<file path="src/rtl/core/hrs_pkg.sv">
// ----------------------------------------------------------------------------
// hrs_pkg - shared types and constants of the heater relay switch sequencer
// Phase codes, drive and configuration structs, register indexes and the
// register reset values.
// ----------------------------------------------------------------------------
package hrs_pkg;

   localparam int TICK_W  = 16;
   localparam int BEEPS_W = 2;
   localparam int CSR_IDX_W = 3;

   localparam logic [TICK_W-1:0] TIMER_MAX = '1;

   // register reset values
   localparam logic [TICK_W-1:0] LEAD_RESET  = 16'd150;
   localparam logic [TICK_W-1:0] HOLD_RESET  = 16'd200;
   localparam logic [TICK_W-1:0] BEEP_RESET  = 16'd100;
   localparam logic [TICK_W-1:0] DARK_RESET  = 16'd15000;
   localparam logic [TICK_W-1:0] LIT_RESET   = 16'd1000;

   // beeps still to come after the first one of an alarm
   localparam logic [BEEPS_W-1:0] ALARM_BEEPS_ON  = 2'd3;
   localparam logic [BEEPS_W-1:0] ALARM_BEEPS_OFF = 2'd2;

   typedef enum logic [CSR_IDX_W-1:0] {
      CSR_LEAD = 3'd0,
      CSR_HOLD = 3'd1,
      CSR_BEEP = 3'd2,
      CSR_DARK = 3'd3,
      CSR_LIT  = 3'd4
   } csr_index_type;

   typedef enum logic [5:0] {
      PH_IDLE     = 6'b000001,
      PH_GAP      = 6'b000010,
      PH_TONE     = 6'b000100,
      PH_ON_LEAD  = 6'b001000,
      PH_OFF_LEAD = 6'b010000,
      PH_HOLD     = 6'b100000
   } phase_type;

   typedef struct packed {
      logic relay;
      logic triac;
      logic led;
      logic beeper;
   } drive_type;

   typedef struct packed {
      logic [TICK_W-1:0] lead_ticks;
      logic [TICK_W-1:0] hold_ticks;
      logic [TICK_W-1:0] beep_ticks;
      logic [TICK_W-1:0] dark_ticks;
      logic [TICK_W-1:0] lit_ticks;
   } cfg_type;

endpackage

</file>
<file path="src/rtl/core/hrs_if.sv">
// ----------------------------------------------------------------------------
// hrs_req_if / hrs_rsp_if - request and result channels
// Valid/ready channels carrying the tick sample and the four drive levels.
// ----------------------------------------------------------------------------
interface hrs_req_if;
   logic valid;
   logic ready;
   logic run_switch_closed;
   logic overheat_tripped;

   modport source (output valid, output run_switch_closed, output overheat_tripped,
                   input ready);
   modport sink   (input valid, input run_switch_closed, input overheat_tripped,
                   output ready);
endinterface

interface hrs_rsp_if;
   logic valid;
   logic ready;
   logic beeper_on;
   logic status_led_on;
   logic triac_on;
   logic relay_on;

   modport source (output valid, output beeper_on, output status_led_on,
                   output triac_on, output relay_on, input ready);
   modport sink   (input valid, input beeper_on, input status_led_on,
                   input triac_on, input relay_on, output ready);
endinterface

</file>
<file path="src/rtl/core/hrs_csr.sv">
// ----------------------------------------------------------------------------
// hrs_csr - configuration registers
// Five 16-bit timing registers, written through a plain write port.
// ----------------------------------------------------------------------------
module hrs_csr (
   input  logic                           clock,
   input  logic                           reset,
   input  logic                           csr_wr_en,
   input  logic [hrs_pkg::CSR_IDX_W-1:0]  csr_index,
   input  logic [hrs_pkg::TICK_W-1:0]     csr_wdata,
   output hrs_pkg::cfg_type               cfg
);

   hrs_pkg::cfg_type cfg_ff, cfg_in;

   // decode the write
   always_comb begin
      cfg_in = cfg_ff;
      if (csr_wr_en) begin
         unique case (hrs_pkg::csr_index_type'(csr_index))
            hrs_pkg::CSR_LEAD: cfg_in.lead_ticks = csr_wdata;
            hrs_pkg::CSR_HOLD: cfg_in.hold_ticks = csr_wdata;
            hrs_pkg::CSR_BEEP: cfg_in.beep_ticks = csr_wdata;
            hrs_pkg::CSR_DARK: cfg_in.dark_ticks = csr_wdata;
            hrs_pkg::CSR_LIT:  cfg_in.lit_ticks  = csr_wdata;
            default: ;
         endcase
      end
   end

   always_ff @(posedge clock) begin
      if (reset) begin
         cfg_ff.lead_ticks <= hrs_pkg::LEAD_RESET;
         cfg_ff.hold_ticks <= hrs_pkg::HOLD_RESET;
         cfg_ff.beep_ticks <= hrs_pkg::BEEP_RESET;
         cfg_ff.dark_ticks <= hrs_pkg::DARK_RESET;
         cfg_ff.lit_ticks  <= hrs_pkg::LIT_RESET;
      end else begin
         cfg_ff <= cfg_in;
      end
   end

   assign cfg = cfg_ff;

endmodule

</file>
<file path="src/rtl/core/hrs_seq.sv">
// ----------------------------------------------------------------------------
// hrs_seq - switching sequencer state and tick step
// Holds phase, timers, beep count, alarm and blink state and the drive
// levels; advances them by one tick whenever a request is stepped.
// ----------------------------------------------------------------------------
module hrs_seq (
   input  logic                clock,
   input  logic                reset,
   input  hrs_pkg::cfg_type    cfg,
   input  logic                step,
   input  logic                run,
   input  logic                hot,
   output hrs_pkg::drive_type  drive_next,
   output hrs_pkg::drive_type  drive
);

   hrs_pkg::phase_type              phase_ff, phase_in;
   logic [hrs_pkg::TICK_W-1:0]      timer_ff, timer_in;
   logic [hrs_pkg::BEEPS_W-1:0]     beeps_ff, beeps_in;
   logic                            heater_ff, heater_in;
   logic                            alarm_ff, alarm_in;
   logic                            dark_ff, dark_in;
   logic [hrs_pkg::TICK_W-1:0]      blink_ff, blink_in;
   hrs_pkg::drive_type              drive_ff, drive_in;

   logic [hrs_pkg::TICK_W-1:0]      limit_raw;
   logic [hrs_pkg::TICK_W-1:0]      limit;
   logic [hrs_pkg::TICK_W-1:0]      timer_inc;

   // pick the length of the running phase; zero counts as one
   always_comb begin
      unique case (phase_ff)
         hrs_pkg::PH_GAP, hrs_pkg::PH_TONE:          limit_raw = cfg.beep_ticks;
         hrs_pkg::PH_ON_LEAD, hrs_pkg::PH_OFF_LEAD:  limit_raw = cfg.lead_ticks;
         default:                                    limit_raw = cfg.hold_ticks;
      endcase
      limit     = (limit_raw == '0) ? hrs_pkg::TICK_W'(1) : limit_raw;
      timer_inc = (timer_ff == hrs_pkg::TIMER_MAX) ? timer_ff : timer_ff + 1'b1;
   end

   // one tick of the sequencer
   always_comb begin
      phase_in  = phase_ff;
      timer_in  = timer_ff;
      beeps_in  = beeps_ff;
      heater_in = heater_ff;
      alarm_in  = alarm_ff;
      dark_in   = dark_ff;
      blink_in  = blink_ff;
      drive_in  = drive_ff;

      unique case (phase_ff)
         hrs_pkg::PH_GAP, hrs_pkg::PH_TONE, hrs_pkg::PH_ON_LEAD,
         hrs_pkg::PH_OFF_LEAD, hrs_pkg::PH_HOLD: begin
            timer_in = timer_inc;
            if (timer_inc >= limit) begin
               timer_in = '0;
               unique case (phase_ff)
                  hrs_pkg::PH_GAP: begin
                     drive_in.beeper = 1'b1;
                     phase_in        = hrs_pkg::PH_TONE;
                  end
                  hrs_pkg::PH_TONE: begin
                     drive_in.beeper = 1'b0;
                     if (beeps_ff != '0) begin
                        beeps_in = beeps_ff - 1'b1;
                        phase_in = hrs_pkg::PH_GAP;
                     end else begin
                        phase_in = hrs_pkg::PH_IDLE;
                     end
                  end
                  hrs_pkg::PH_ON_LEAD: begin
                     drive_in.relay = 1'b1;
                     phase_in       = hrs_pkg::PH_HOLD;
                  end
                  hrs_pkg::PH_OFF_LEAD: begin
                     drive_in.relay = 1'b0;
                     phase_in       = hrs_pkg::PH_HOLD;
                  end
                  default: begin
                     // hold done: drop triac and beeper, settle heater state
                     drive_in.triac  = 1'b0;
                     drive_in.beeper = 1'b0;
                     heater_in       = drive_ff.relay;
                     if (beeps_ff != '0) begin
                        beeps_in     = beeps_ff - 1'b1;
                        drive_in.led = 1'b1;
                        phase_in     = hrs_pkg::PH_GAP;
                     end else begin
                        phase_in = hrs_pkg::PH_IDLE;
                     end
                  end
               endcase
            end
         end
         default: begin
            if (hot) begin
               // overheat: force off, or light the LED and sound the alarm
               if (heater_ff) begin
                  drive_in.beeper = 1'b1;
                  drive_in.triac  = 1'b1;
                  if (!alarm_ff) begin
                     alarm_in = 1'b1;
                     beeps_in = hrs_pkg::ALARM_BEEPS_ON;
                  end
                  phase_in = hrs_pkg::PH_OFF_LEAD;
                  timer_in = '0;
               end else begin
                  drive_in.led = 1'b1;
                  if (!alarm_ff) begin
                     alarm_in = 1'b1;
                     beeps_in = hrs_pkg::ALARM_BEEPS_OFF;
                     phase_in = hrs_pkg::PH_GAP;
                     timer_in = '0;
                  end
               end
            end else if (alarm_ff) begin
               // recovery: one beep
               alarm_in = 1'b0;
               beeps_in = '0;
               phase_in = hrs_pkg::PH_GAP;
               timer_in = '0;
            end else if (run && !heater_ff) begin
               heater_in       = 1'b1;
               drive_in.beeper = 1'b1;
               drive_in.triac  = 1'b1;
               drive_in.led    = 1'b0;
               phase_in        = hrs_pkg::PH_ON_LEAD;
               timer_in        = '0;
            end else if (!run && heater_ff) begin
               drive_in.beeper = 1'b1;
               drive_in.triac  = 1'b1;
               phase_in        = hrs_pkg::PH_OFF_LEAD;
               timer_in        = '0;
            end else if (!heater_ff) begin
               // standby blink: compare, then count
               if (!dark_in && blink_in == cfg.lit_ticks) begin
                  dark_in      = 1'b1;
                  blink_in     = '0;
                  drive_in.led = 1'b0;
               end
               if (dark_in && blink_in == cfg.dark_ticks) begin
                  dark_in      = 1'b0;
                  blink_in     = '0;
                  drive_in.led = 1'b1;
               end
               blink_in = blink_in + 1'b1;
            end
         end
      endcase
   end

   always_ff @(posedge clock) begin
      if (reset) begin
         phase_ff  <= hrs_pkg::PH_GAP;
         timer_ff  <= '0;
         beeps_ff  <= '0;
         heater_ff <= 1'b0;
         alarm_ff  <= 1'b0;
         dark_ff   <= 1'b1;
         blink_ff  <= '0;
         drive_ff  <= '0;
      end else if (step) begin
         phase_ff  <= phase_in;
         timer_ff  <= timer_in;
         beeps_ff  <= beeps_in;
         heater_ff <= heater_in;
         alarm_ff  <= alarm_in;
         dark_ff   <= dark_in;
         blink_ff  <= blink_in;
         drive_ff  <= drive_in;
      end
   end

   assign drive_next = drive_in;
   assign drive      = drive_ff;

endmodule

</file>
<file path="src/rtl/core/heater_relay_switch_sequencer_core.sv">
// ----------------------------------------------------------------------------
// heater_relay_switch_sequencer_core - heater relay switch sequencer
// Sequences triac, relay, beeper and status LED from run and overheat ticks.
//
//   channel   dir  handshake      payload
//   req_if    in   valid/ready    run_switch_closed, overheat_tripped
//   rsp_if    out  valid/ready    beeper_on, status_led_on, triac_on, relay_on
//   csr_*     in   csr_wr_en      csr_index (3b), csr_wdata (16b)
//
// One request per cycle while the result is not stalled; each request's result
// passes the input register, then the result register around a one-tick step.
// Synchronous reset restores the register defaults and starts the startup
// beep; no clearing pass is needed. A stalled result holds in the result
// register while the input register keeps one more request.
// ----------------------------------------------------------------------------
module heater_relay_switch_sequencer_core (
   input  logic                           clock,
   input  logic                           reset,
   hrs_req_if.sink                        req_if,
   hrs_rsp_if.source                      rsp_if,
   input  logic                           csr_wr_en,
   input  logic [hrs_pkg::CSR_IDX_W-1:0]  csr_index,
   input  logic [hrs_pkg::TICK_W-1:0]     csr_wdata
);

   hrs_pkg::cfg_type    cfg;
   hrs_pkg::drive_type  drive_next;
   hrs_pkg::drive_type  drive;

   logic                in_valid_ff;
   logic                in_run_ff;
   logic                in_hot_ff;
   logic                out_valid_ff;
   hrs_pkg::drive_type  out_drive_ff;
   logic                advance;
   logic                step;

   hrs_csr u_csr (
      .clock     (clock),
      .reset     (reset),
      .csr_wr_en (csr_wr_en),
      .csr_index (csr_index),
      .csr_wdata (csr_wdata),
      .cfg       (cfg)
   );

   hrs_seq u_seq (
      .clock      (clock),
      .reset      (reset),
      .cfg        (cfg),
      .step       (step),
      .run        (in_run_ff),
      .hot        (in_hot_ff),
      .drive_next (drive_next),
      .drive      (drive)
   );

   // advance when the result register is free or being drained
   assign advance      = !out_valid_ff || rsp_if.ready;
   assign step         = in_valid_ff && advance;
   assign req_if.ready = !in_valid_ff || advance;

   // input register
   always_ff @(posedge clock) begin
      if (reset) begin
         in_valid_ff <= 1'b0;
      end else if (req_if.ready) begin
         in_valid_ff <= req_if.valid;
      end
   end

   always_ff @(posedge clock) begin
      if (req_if.ready && req_if.valid) begin
         in_run_ff <= req_if.run_switch_closed;
         in_hot_ff <= req_if.overheat_tripped;
      end
   end

   // result register
   always_ff @(posedge clock) begin
      if (reset) begin
         out_valid_ff <= 1'b0;
      end else if (advance) begin
         out_valid_ff <= in_valid_ff;
      end
   end

   always_ff @(posedge clock) begin
      if (step) begin
         out_drive_ff <= drive_next;
      end
   end

   assign rsp_if.valid         = out_valid_ff;
   assign rsp_if.beeper_on     = out_drive_ff.beeper;
   assign rsp_if.status_led_on = out_drive_ff.led;
   assign rsp_if.triac_on      = out_drive_ff.triac;
   assign rsp_if.relay_on      = out_drive_ff.relay;

   // a stepped request always lands in the result register
   a_step_lands: assert property (@(posedge clock) disable iff (reset)
      step |=> out_valid_ff)
      else $error("stepped request did not reach the result register");

   // the triac never conducts with the beeper silent
   a_triac_beeps: assert property (@(posedge clock) disable iff (reset)
      drive.triac |-> drive.beeper)
      else $error("triac on without beeper");

   // the relay only changes while the triac carries the load
   a_relay_under_triac: assert property (@(posedge clock) disable iff (reset)
      (!$past(reset) && !$stable(drive.relay)) |-> (drive.triac && $past(drive.triac)))
      else $error("relay switched without triac");

endmodule
</file>
<file path="src/flat_wrapper.sv">
// flat-port wrapper written by rule: the top's interface ports become plain ports
module heater_relay_switch_sequencer_core_flat 
  (clock, reset, csr_wr_en, csr_index, csr_wdata, req_if_valid, req_if_run_switch_closed, req_if_overheat_tripped, req_if_ready, rsp_if_valid, rsp_if_beeper_on, rsp_if_status_led_on, rsp_if_triac_on, rsp_if_relay_on, rsp_if_ready);
  hrs_req_if req_if_i ();
  hrs_rsp_if rsp_if_i ();
  input  logic clock;
  input  logic reset;
  input  logic csr_wr_en;
  input  logic [hrs_pkg::CSR_IDX_W-1:0] csr_index;
  input  logic [hrs_pkg::TICK_W-1:0] csr_wdata;
  input wire logic [$bits(req_if_i.valid)-1:0] req_if_valid;
  input wire logic [$bits(req_if_i.run_switch_closed)-1:0] req_if_run_switch_closed;
  input wire logic [$bits(req_if_i.overheat_tripped)-1:0] req_if_overheat_tripped;
  output wire logic [$bits(req_if_i.ready)-1:0] req_if_ready;
  output wire logic [$bits(rsp_if_i.valid)-1:0] rsp_if_valid;
  output wire logic [$bits(rsp_if_i.beeper_on)-1:0] rsp_if_beeper_on;
  output wire logic [$bits(rsp_if_i.status_led_on)-1:0] rsp_if_status_led_on;
  output wire logic [$bits(rsp_if_i.triac_on)-1:0] rsp_if_triac_on;
  output wire logic [$bits(rsp_if_i.relay_on)-1:0] rsp_if_relay_on;
  input wire logic [$bits(rsp_if_i.ready)-1:0] rsp_if_ready;
  assign req_if_i.valid = req_if_valid;
  assign req_if_i.run_switch_closed = req_if_run_switch_closed;
  assign req_if_i.overheat_tripped = req_if_overheat_tripped;
  assign req_if_ready = req_if_i.ready;
  assign rsp_if_valid = rsp_if_i.valid;
  assign rsp_if_beeper_on = rsp_if_i.beeper_on;
  assign rsp_if_status_led_on = rsp_if_i.status_led_on;
  assign rsp_if_triac_on = rsp_if_i.triac_on;
  assign rsp_if_relay_on = rsp_if_i.relay_on;
  assign rsp_if_i.ready = rsp_if_ready;
  heater_relay_switch_sequencer_core u_core (.clock(clock), .reset(reset), .req_if(req_if_i), .rsp_if(rsp_if_i), .csr_wr_en(csr_wr_en), .csr_index(csr_index), .csr_wdata(csr_wdata));
endmodule
</file>
<file path="config.mk">
export PLATFORM = sky130hd
export DESIGN_NAME = heater_relay_switch_sequencer_core_flat
export DESIGN_NICKNAME = d
export VERILOG_FILES = /design/src/rtl/core/hrs_pkg.sv /design/src/rtl/core/hrs_if.sv /design/src/rtl/core/hrs_csr.sv /design/src/rtl/core/hrs_seq.sv /design/src/rtl/core/heater_relay_switch_sequencer_core.sv /design/src/flat_wrapper.sv
export SDC_FILE = /design/constraint.sdc
export NUM_CORES = 1
export LEC_CHECK = 0
export BUFFER_PORTS_ARGS = -buffer_cell sky130_fd_sc_hd__clkbuf_2
export CAP_MARGIN = 20
export CORE_ASPECT_RATIO = 1.25
export CORE_MARGIN = 2
export CORE_UTILIZATION = 58
export DETAILED_ROUTE_END_ITERATION = 6
export PLACE_DENSITY = 0.76
export RECOVER_POWER = 100
export SKIP_LAST_GASP = 1
export SYNTH_ARGS = -nofsm -noshare
export SYNTH_HDL_FRONTEND = slang
export SYNTH_SLANG_ARGS = --single-unit
</file>
<file path="constraint.sdc">
create_clock -name clock -period 7.3 [get_ports clock]
set_input_delay 1.095 -clock clock [delete_from_list [all_inputs] [get_ports clock]]
set_output_delay 1.095 -clock clock [all_outputs]
set_load 0.02 [all_outputs]
</file>
==> results of run 1 <==
## tightest hold or removal path: stages, from the launching register on
cell	delay, ps
dfxtp_1	310
nand2_1	50
a21oi_1	50
## state kept, by name, summed over array words and instances (netlist names), 2 cells and up
| register | count |
|---|---|
| u_core.u_csr.cfg | 80 |
| u_core.u_seq.phase_ff | 6 |
| u_core.u_seq.timer_ff | 16 |
| u_core.u_seq.blink_ff | 16 |
| u_core.u_seq.beeps_ff | 2 |
| u_core.u_seq.drive | 4 |
## through the flow
step / area [sq um] / total power [mW]
2_1_floorplan: 7150 / 0.901
3_3_place_gp: 7290 / 0.940
3_5_place_dp: 7290 / 0.945
4_1_cts: 7890 / 1.82
5_1_grt: 7870 / 1.86
6_report: 7870 / 1.80
## logic make-up after synthesis
logic type,count (synthesis)
AO/OA/AOI/OAI,185
XOR/XNOR,42
adder cells (fa/ha/maj),19
buffers and inverters,70
flip-flops,135
multiplexers,11
AND/OR/NAND/NOR,437
## routing by layer
metal / global-route usage, % / routed length, um / vias to the layer above
li1: - / - / 3154
met1: 35.4 / 7380 / 3084
met2: 49.0 / 9340 / 205
met3: 6.32 / 949 / 53
met4: 12.7 / 631 / 0
met5: 0 / 0 / -
## report_power, final
group | total (mW) | switching [mW] | internal (mW)
logic | 0.151 | 0.0977 | 0.0532
clock network | 0.876 | 0.337 | 0.539
registers | 0.778 | 0.0175 | 0.761
total | 1.80 | 0.452 | 1.35
## synth_stat cells (5+ instances only)
cell type / number
nand2_1: 202
a21oi_1: 105
o31ai_1: 6
inv_1: 13
nor2_1: 48
mux2i_1: 8
nor2b_1: 16
nand3_1: 26
and3_1: 14
edfxtp_1: 6
ha_1: 19
nand2b_1: 21
a22o_1: 15
xor2_1: 29
and2_1: 9
o2111ai_1: 6
o21ai_0: 8
dfxtp_1: 129
nand4_1: 15
or2_2: 6
a2111o_1: 6
a31oi_1: 8
nor4_1: 15
nor3_1: 11
or4_1: 9
nand3b_1: 25
xnor2_1: 12
clkbuf_1: 43
a211oi_1: 5
## cell type report
class | count | area, sq um | area share, %
multi-input cells | 694 | 4080 | 51.8
repair buffers | 35 | 170 | 2.16
clock buffers | 18 | 429 | 5.45
inverters | 13 | 48.8 | 0.620
well taps | 164 | 205 | 2.61
clock inverters | 14 | 174 | 2.21
flip-flops and latches | 135 | 2760 | 35.1
## layout by cell type, fill, tap and decap left out, drive strengths merged, types with 17 or more instances in the layout
| cell | netlist | routed |
|---|---|---|
| a21oi | 105 | 105 |
| nand2b | 21 | 21 |
| xor2 | 29 | 29 |
| nand3 | 27 | 27 |
| dfxtp | 129 | 129 |
| clkbuf | 43 | 50 |
| ha | 19 | 19 |
| nand3b | 25 | 25 |
| nor2 | 50 | 50 |
| nand2 | 202 | 202 |
| nor4 | 17 | 17 |
## path summary, 6_finish.rpt
kind	to	depth (start not counted)	slack (ps)	from
min reg2reg	u_core.u_csr.cfg[77]	2	460	u_core.u_csr.cfg[77]
max reg2reg	u_core.u_seq.timer_ff[13]	15	1370	u_core.u_seq.phase_ff[1]
max	u_core.u_seq.timer_ff[13]	15	1370	u_core.u_seq.phase_ff[1]
min	u_core.u_csr.cfg[77]	2	460	u_core.u_csr.cfg[77]
==> out/qor.yml, run 1 <==
synthesis:
  synth.mux.area_fraction_pct: 1.59
  synth_area_per_cell_sq_um: 7.96
  synthDistinctLibCells: 68
  yosys.area_share.simple_pct: 30.5
  synthAdderAreaFrac_pct: 3.32
  yosysWarningCount: 0
  syn_inst: 899
  ys_ff_latch: 135
  synth_top_area_share_pct: 36.1
  async_flop_share_pct: 0
  synth_top_family_by_area: "simple AND/OR/NAND/NOR gates"
  synthTopCellsByArea: "dfxtp_1, nand2_1, a21oi_1"
  yosysSeqAreaShare_pct: 38.6
  synth-xor-area-share_pct: 5.25
  synth_nets: 944
  synthFlopType: "dfxtp_1"
  synth_compound_area_share_pct: 16.4
  yosysTopAreaCell: "dfxtp_1"
  synth_area_sq_um: 7150
  synth_edf_count: 6
global_route:
  grt_overflow: 0
  antenna_found_initial: 0
  grt_pass1_vias: 6143
  grt_start_max_net_pins: 63
  track_usage_pct: 29.1
  grt_pass1_wl_mm: 30.0
final_layout:
  layout.cells.non_filler: 1073
  finish.utilization_pct: 65.0
  insertedDiodeCount: 0
  fillers: 1042
  final_nets: 941
  area_growth_pct: 10.0
  drive_above_1_share_pct: 8.36
die:
  initial_core_util_pct: 59.1
  fp.dieH_um: 128
  die-area_sq_um: 13200
  design.core.area_sq_um: 12100
  dieWidth_um: 103
  io-pin-count: 32
  num_rows: 45
cts:
  htreeDepth: 4
  clkSinkCount: 135
  cts_resized: 0
  clock_latency_ps: 430
  root_buffer: "clkbuf_16"
  cts_tree: "done"
  post_cts_buffers: 0
  numCtsBuffers: 17
  hold_buffers: 0
  clockBufferDepth: 2
  clkSlewWorstSetupHoldPaths_ps: 60
timing:
  hold_violations: 0
  relSlewSlack_pct: -72.1
  tns_ps: 0
  fin_crit_sh_pct: 81.2
  final_max_slew_viol_count: 125
  whs_ps: 457
  setup_viol: 0
  worst_pin_slew_ps: 2580
  rsz0062_at_grt: "no"
  fmax_mhz: 169
  finClkSkew_ps: 7.25
  final.min_clock_period_ps: 5930
  setup_ws_ps: 1370
detailed_routing:
  routed_wl_mm: 18.3
  route.detailed.drc: 0
  detail-route-antenna-nets: 0
  detail_route.first_pass.iterations: 6
  avgRoutedWirePerCell_um: 17.1
  vias: 6496
  drt_iter0_drc: 401
  viasPerCell: 6.05
min_path:
  hp-class: "flip-flop to flip-flop"
worst_setup_path:
  crit_required_ps: 7630
  path_delay_family: "simple AND/OR/NAND/NOR gates"
  crit_chain: "or4_1, nor2_4, nor2_1, a21oi_1, nand4_1, or4_1, nand3_1, ha_1, nand2b_1, a31oi_1, o21ai_0, a211o_1, o21ai_0, nand2b_1, a311oi_1"
  slowest_stage: "o21ai_0"
  cpPeakStageDelay_ps: 790
  path_class: "flip-flop to flip-flop"
  arrival_ps: 6260
  crit_buf_inv: 0
  cp-start-kind: "flip-flop"
  cp_max_fo: 24
  cp-end-kind: "flip-flop"
placement:
  io_buffer_count: 31
  post-place-ws_ps: 2130
  placed_cells: 1040
  dpl.hpwl_mm: 13.2
  gp_congestion: 0.943
run_status:
  violations: "capacitance limit, slew limit"
  status: "complete, but fails checks"
pwr:
  power.leakage_nw: 2.96
  ir_drop_mv: 0.183
  cellPowerDensity_nw_per_um2: 229
job:
  drv_cap: 2
Power figures use the tool's default switching activity.
==> inputs of run 2 (changes only) <==
--- a/config.mk
+++ b/config.mk
@@ -9,7 +9,7 @@
 export CAP_MARGIN = 20
 export CORE_ASPECT_RATIO = 1.25
 export CORE_MARGIN = 2
-export CORE_UTILIZATION = 58
+export CORE_UTILIZATION = 56
 export DETAILED_ROUTE_END_ITERATION = 6
 export PLACE_DENSITY = 0.76
 export RECOVER_POWER = 100
==> constraint.sdc (replaced) <==
create_clock -name clock -period 5.2 [get_ports clock]
set_input_delay 0.78 -clock clock [delete_from_list [all_inputs] [get_ports clock]]
set_output_delay 0.78 -clock clock [all_outputs]
set_load 0.02 [all_outputs]
==> run 2 against run 1 <==
The flow still finishes with violations (capacitance limit, slew limit). Fmax up 27%. Non-clock buffer count increased by 2. Global-route usage down 1.8 points. First-iteration DRC count increased by 30%. Hold slack is essentially flat. Sequential cell count unchanged. Register-to-register slack lost 830 ps. Clock power increased by 40%. Largest cell class unchanged. Largest power group unchanged.
==> out/qor.yml, run 2 (synthesis results as in run 1) <==
run_status:
  status: "complete, but fails checks"
  violations: "capacitance limit, slew limit"
global_route:
  grt_pass1_vias: 6071  # -1.2%
  grt_start_max_net_pins: 72  # +14%
  grt_pass1_wl_mm: 29.9  # about the same
  track_usage_pct: 27.3  # -1.8 points
  grt_overflow: 0  # unchanged
  antenna_found_initial: 0  # unchanged
final_layout:
  register_area_sq_um: 2760  # unchanged
  largest_reg_flops: 80  # unchanged
  multi_input_area_sq_um: 4080  # about the same
  final_common_cell: "nand2_1"
  final_cell_mix: "nand2_1, dfxtp_1, a21oi_1"
  drive_above_1_share_pct: 9.33  # +0.97 points
  finish.utilization_pct: 62.7  # -2.3 points
  insertedDiodeCount: 0  # unchanged
  fillers: 1107  # +6.2%
  final_nets: 943  # +0.21%
  area_growth_pct: 10.5
detailed_routing:
  avgRoutedWirePerCell_um: 16.8  # -1.2%
  detail_route.first_pass.iterations: 5  # -1
  viasPerCell: 5.93  # -2.0%
  drt_iter0_drc: 521  # +30%
  routed_wl_mm: 18.2  # -0.66%
  route.detailed.drc: 0  # unchanged
  detail-route-antenna-nets: 0  # unchanged
  vias: 6399  # -1.5%
worst_setup_path:
  arrival_ps: 5000  # -1260 ps
  ff2ff_setup_slack_ps: 550  # -830 ps
  crit_start: "u_core.u_seq.phase_ff[1]"
  r2r-start: "u_core.u_seq.phase_ff[1]"
  reg2reg_depth: 15  # unchanged
  cp-start-kind: "flip-flop"
  path_class: "flip-flop to flip-flop"
  cp_max_fo: 17  # -29%
  r2r_end: "u_core.u_seq.timer_ff[13]"
  crit_path_end: "u_core.u_seq.timer_ff[13]"
  cpPeakStageDelay_ps: 560  # -230 ps
  cp-end-kind: "flip-flop"
  slowest_stage: "or4_4"
  crit_chain: "or4_4, nor2_4, nor2_2, a21oi_1, nand4_1, or4_1, nand3_1, ha_1, nand2b_1, a31oi_1, o21ai_0, a211o_1, o21ai_2, nand2b_2, a311oi_1"
  crit_required_ps: 5540  # -2090 ps
die:
  dieWidth_um: 105  # +1.7%
  design.core.area_sq_um: 12600  # +4.1%
  num_rows: 46  # +2.2%
  fp.dieH_um: 130  # +1.7%
  initial_core_util_pct: 56.8  # -2.3 points
  die-area_sq_um: 13700  # +3.4%
  io-pin-count: 32  # unchanged
timing:
  rsz0062_at_grt: "no"
  fin_crit_sh_pct: 89.5  # +8.3 points
  hold_violations: 0  # unchanged
  finClkSkew_ps: 7.29  # +0.0439 ps
  final.min_clock_period_ps: 4650  # -1270 ps
  setup_viol: 0  # unchanged
  relSlewSlack_pct: -93.3  # -21 points
  final_max_slew_viol_count: 72  # -42%
  worst_pin_slew_ps: 2900  # +318 ps
  tns_ps: 0  # unchanged
  fmax_mhz: 215  # +27%
pwr:
  p_sw_mw: 0.662  # +47%
  p_clk_share_pct: 48.4  # about the same
  swShare_pct: 26.1  # +1.0 points
  cellPowerDensity_nw_per_um2: 321  # +40%
  p_comb_share_pct: 8.6  # +0.2 points
  power.leakage_nw: 2.99  # +1.2%
  p_int_mw: 1.88  # +39%
  ir_drop_mv: 0.237  # +30%
  power_frac_seq_pct: 43.0  # about the same
cts:
  clkSlewWorstSetupHoldPaths_ps: 60  # about the same
  cts_tree: "done"
  clkSinkCount: 135  # unchanged
  clockBufferDepth: 2  # unchanged
  post_cts_buffers: 0  # unchanged
  htreeDepth: 4  # unchanged
  numCtsBuffers: 17  # unchanged
  clock_latency_ps: 430  # about the same
  root_buffer: "clkbuf_16"
min_path:
  min_from: "u_core.u_csr.cfg[76]"
  hp-class: "flip-flop to flip-flop"
placement:
  dpl.hpwl_mm: 12.4  # -5.5%
  gp_congestion: 0.921  # -2.4%
  io_buffer_count: 31  # unchanged
job:
  drv_cap: 1  # -1
run 2: changes by cell type in the layout (fill, tap and decap cells not counted), moves of 2 or more:
cell and delta:
inv_8 +2, clkinv_2 -2, clkinv_4 +3, clkinvlp_4 -3
clkbuf_1 -4, buf_6 +2, clkbuf_2 +3
run 2: area by class of cell:
class / instances / area share, %
Clock inverter: 14 / 2.11
Sequential cell: 135 / 35.0
Tap cell: 168 / 2.66
Multi-Input combinational cell: 694 / 51.6
Timing Repair Buffer: 37 / 2.49
Clock buffer: 18 / 5.56
Inverter: 13 / 0.617
run 2: power by group through the flow:
stage	combinational [mW]	clock, mW	sequential, mW
after detailed placement	0.213	0	1.11
final	0.217	1.23	1.09
after CTS	0.215	1.24	1.09
after global placement	0.210	0	1.11
after floorplan	0.157	0	1.11
after global routing	0.241	1.28	1.09
run 2: how the worst min path moves through the flow:
stage                           endpoint  cells after the start
finish              u_core.u_csr.cfg[76]                      2
global route        u_core.u_csr.cfg[47]                      2
CTS                 u_core.u_csr.cfg[75]                      2
detailed placement  u_core.u_csr.cfg[75]                      2
global placement    u_core.u_csr.cfg[47]                      2
floorplan           u_core.u_csr.cfg[32]                      2
run 2: per-layer routing:
metal	part of all wire [%]	wire, um	track usage, %	vias up
met5	0	0	0	-
met4	4.1	739	14.0	0
met3	4.5	812	5.64	60
met2	48	8810	46.6	184
met1	43	7820	32.8	2997
li1	-	-	-	3158
run 2: through the flow:
step                      power, mW  cells  setup slack (ps)  hold WS [ps]  instance area, sq um
final                          2.54   1079               548           457                  7900
after floorplan                1.26    899              1330           436                  7150
after detailed placement       1.33   1046               461           448                  7310
after global routing           2.62   1079               137           474                  7900
after global placement         1.32   1045               581           442                  7300
after CTS                      2.55   1078               415           457                  7920
run 2: what timing repair did:
action / CTS / global route
hold buffers: 0 / 0
gates resized for setup: 0 / 1
endpoints found under the hold margin: 0 / 0
endpoints found under the setup margin: 0 / 1
run 2: critical path, delay by kind of cell, from the launching register on:
| kind | cells | cell delay (ps) |
|---|---|---|
| AND/OR/NAND/NOR | 8 | 2220 |
| flip-flops | 1 | 370 |
| adder cells (fa/ha/maj) | 1 | 220 |
| AO/OA/AOI/OAI | 6 | 1740 |
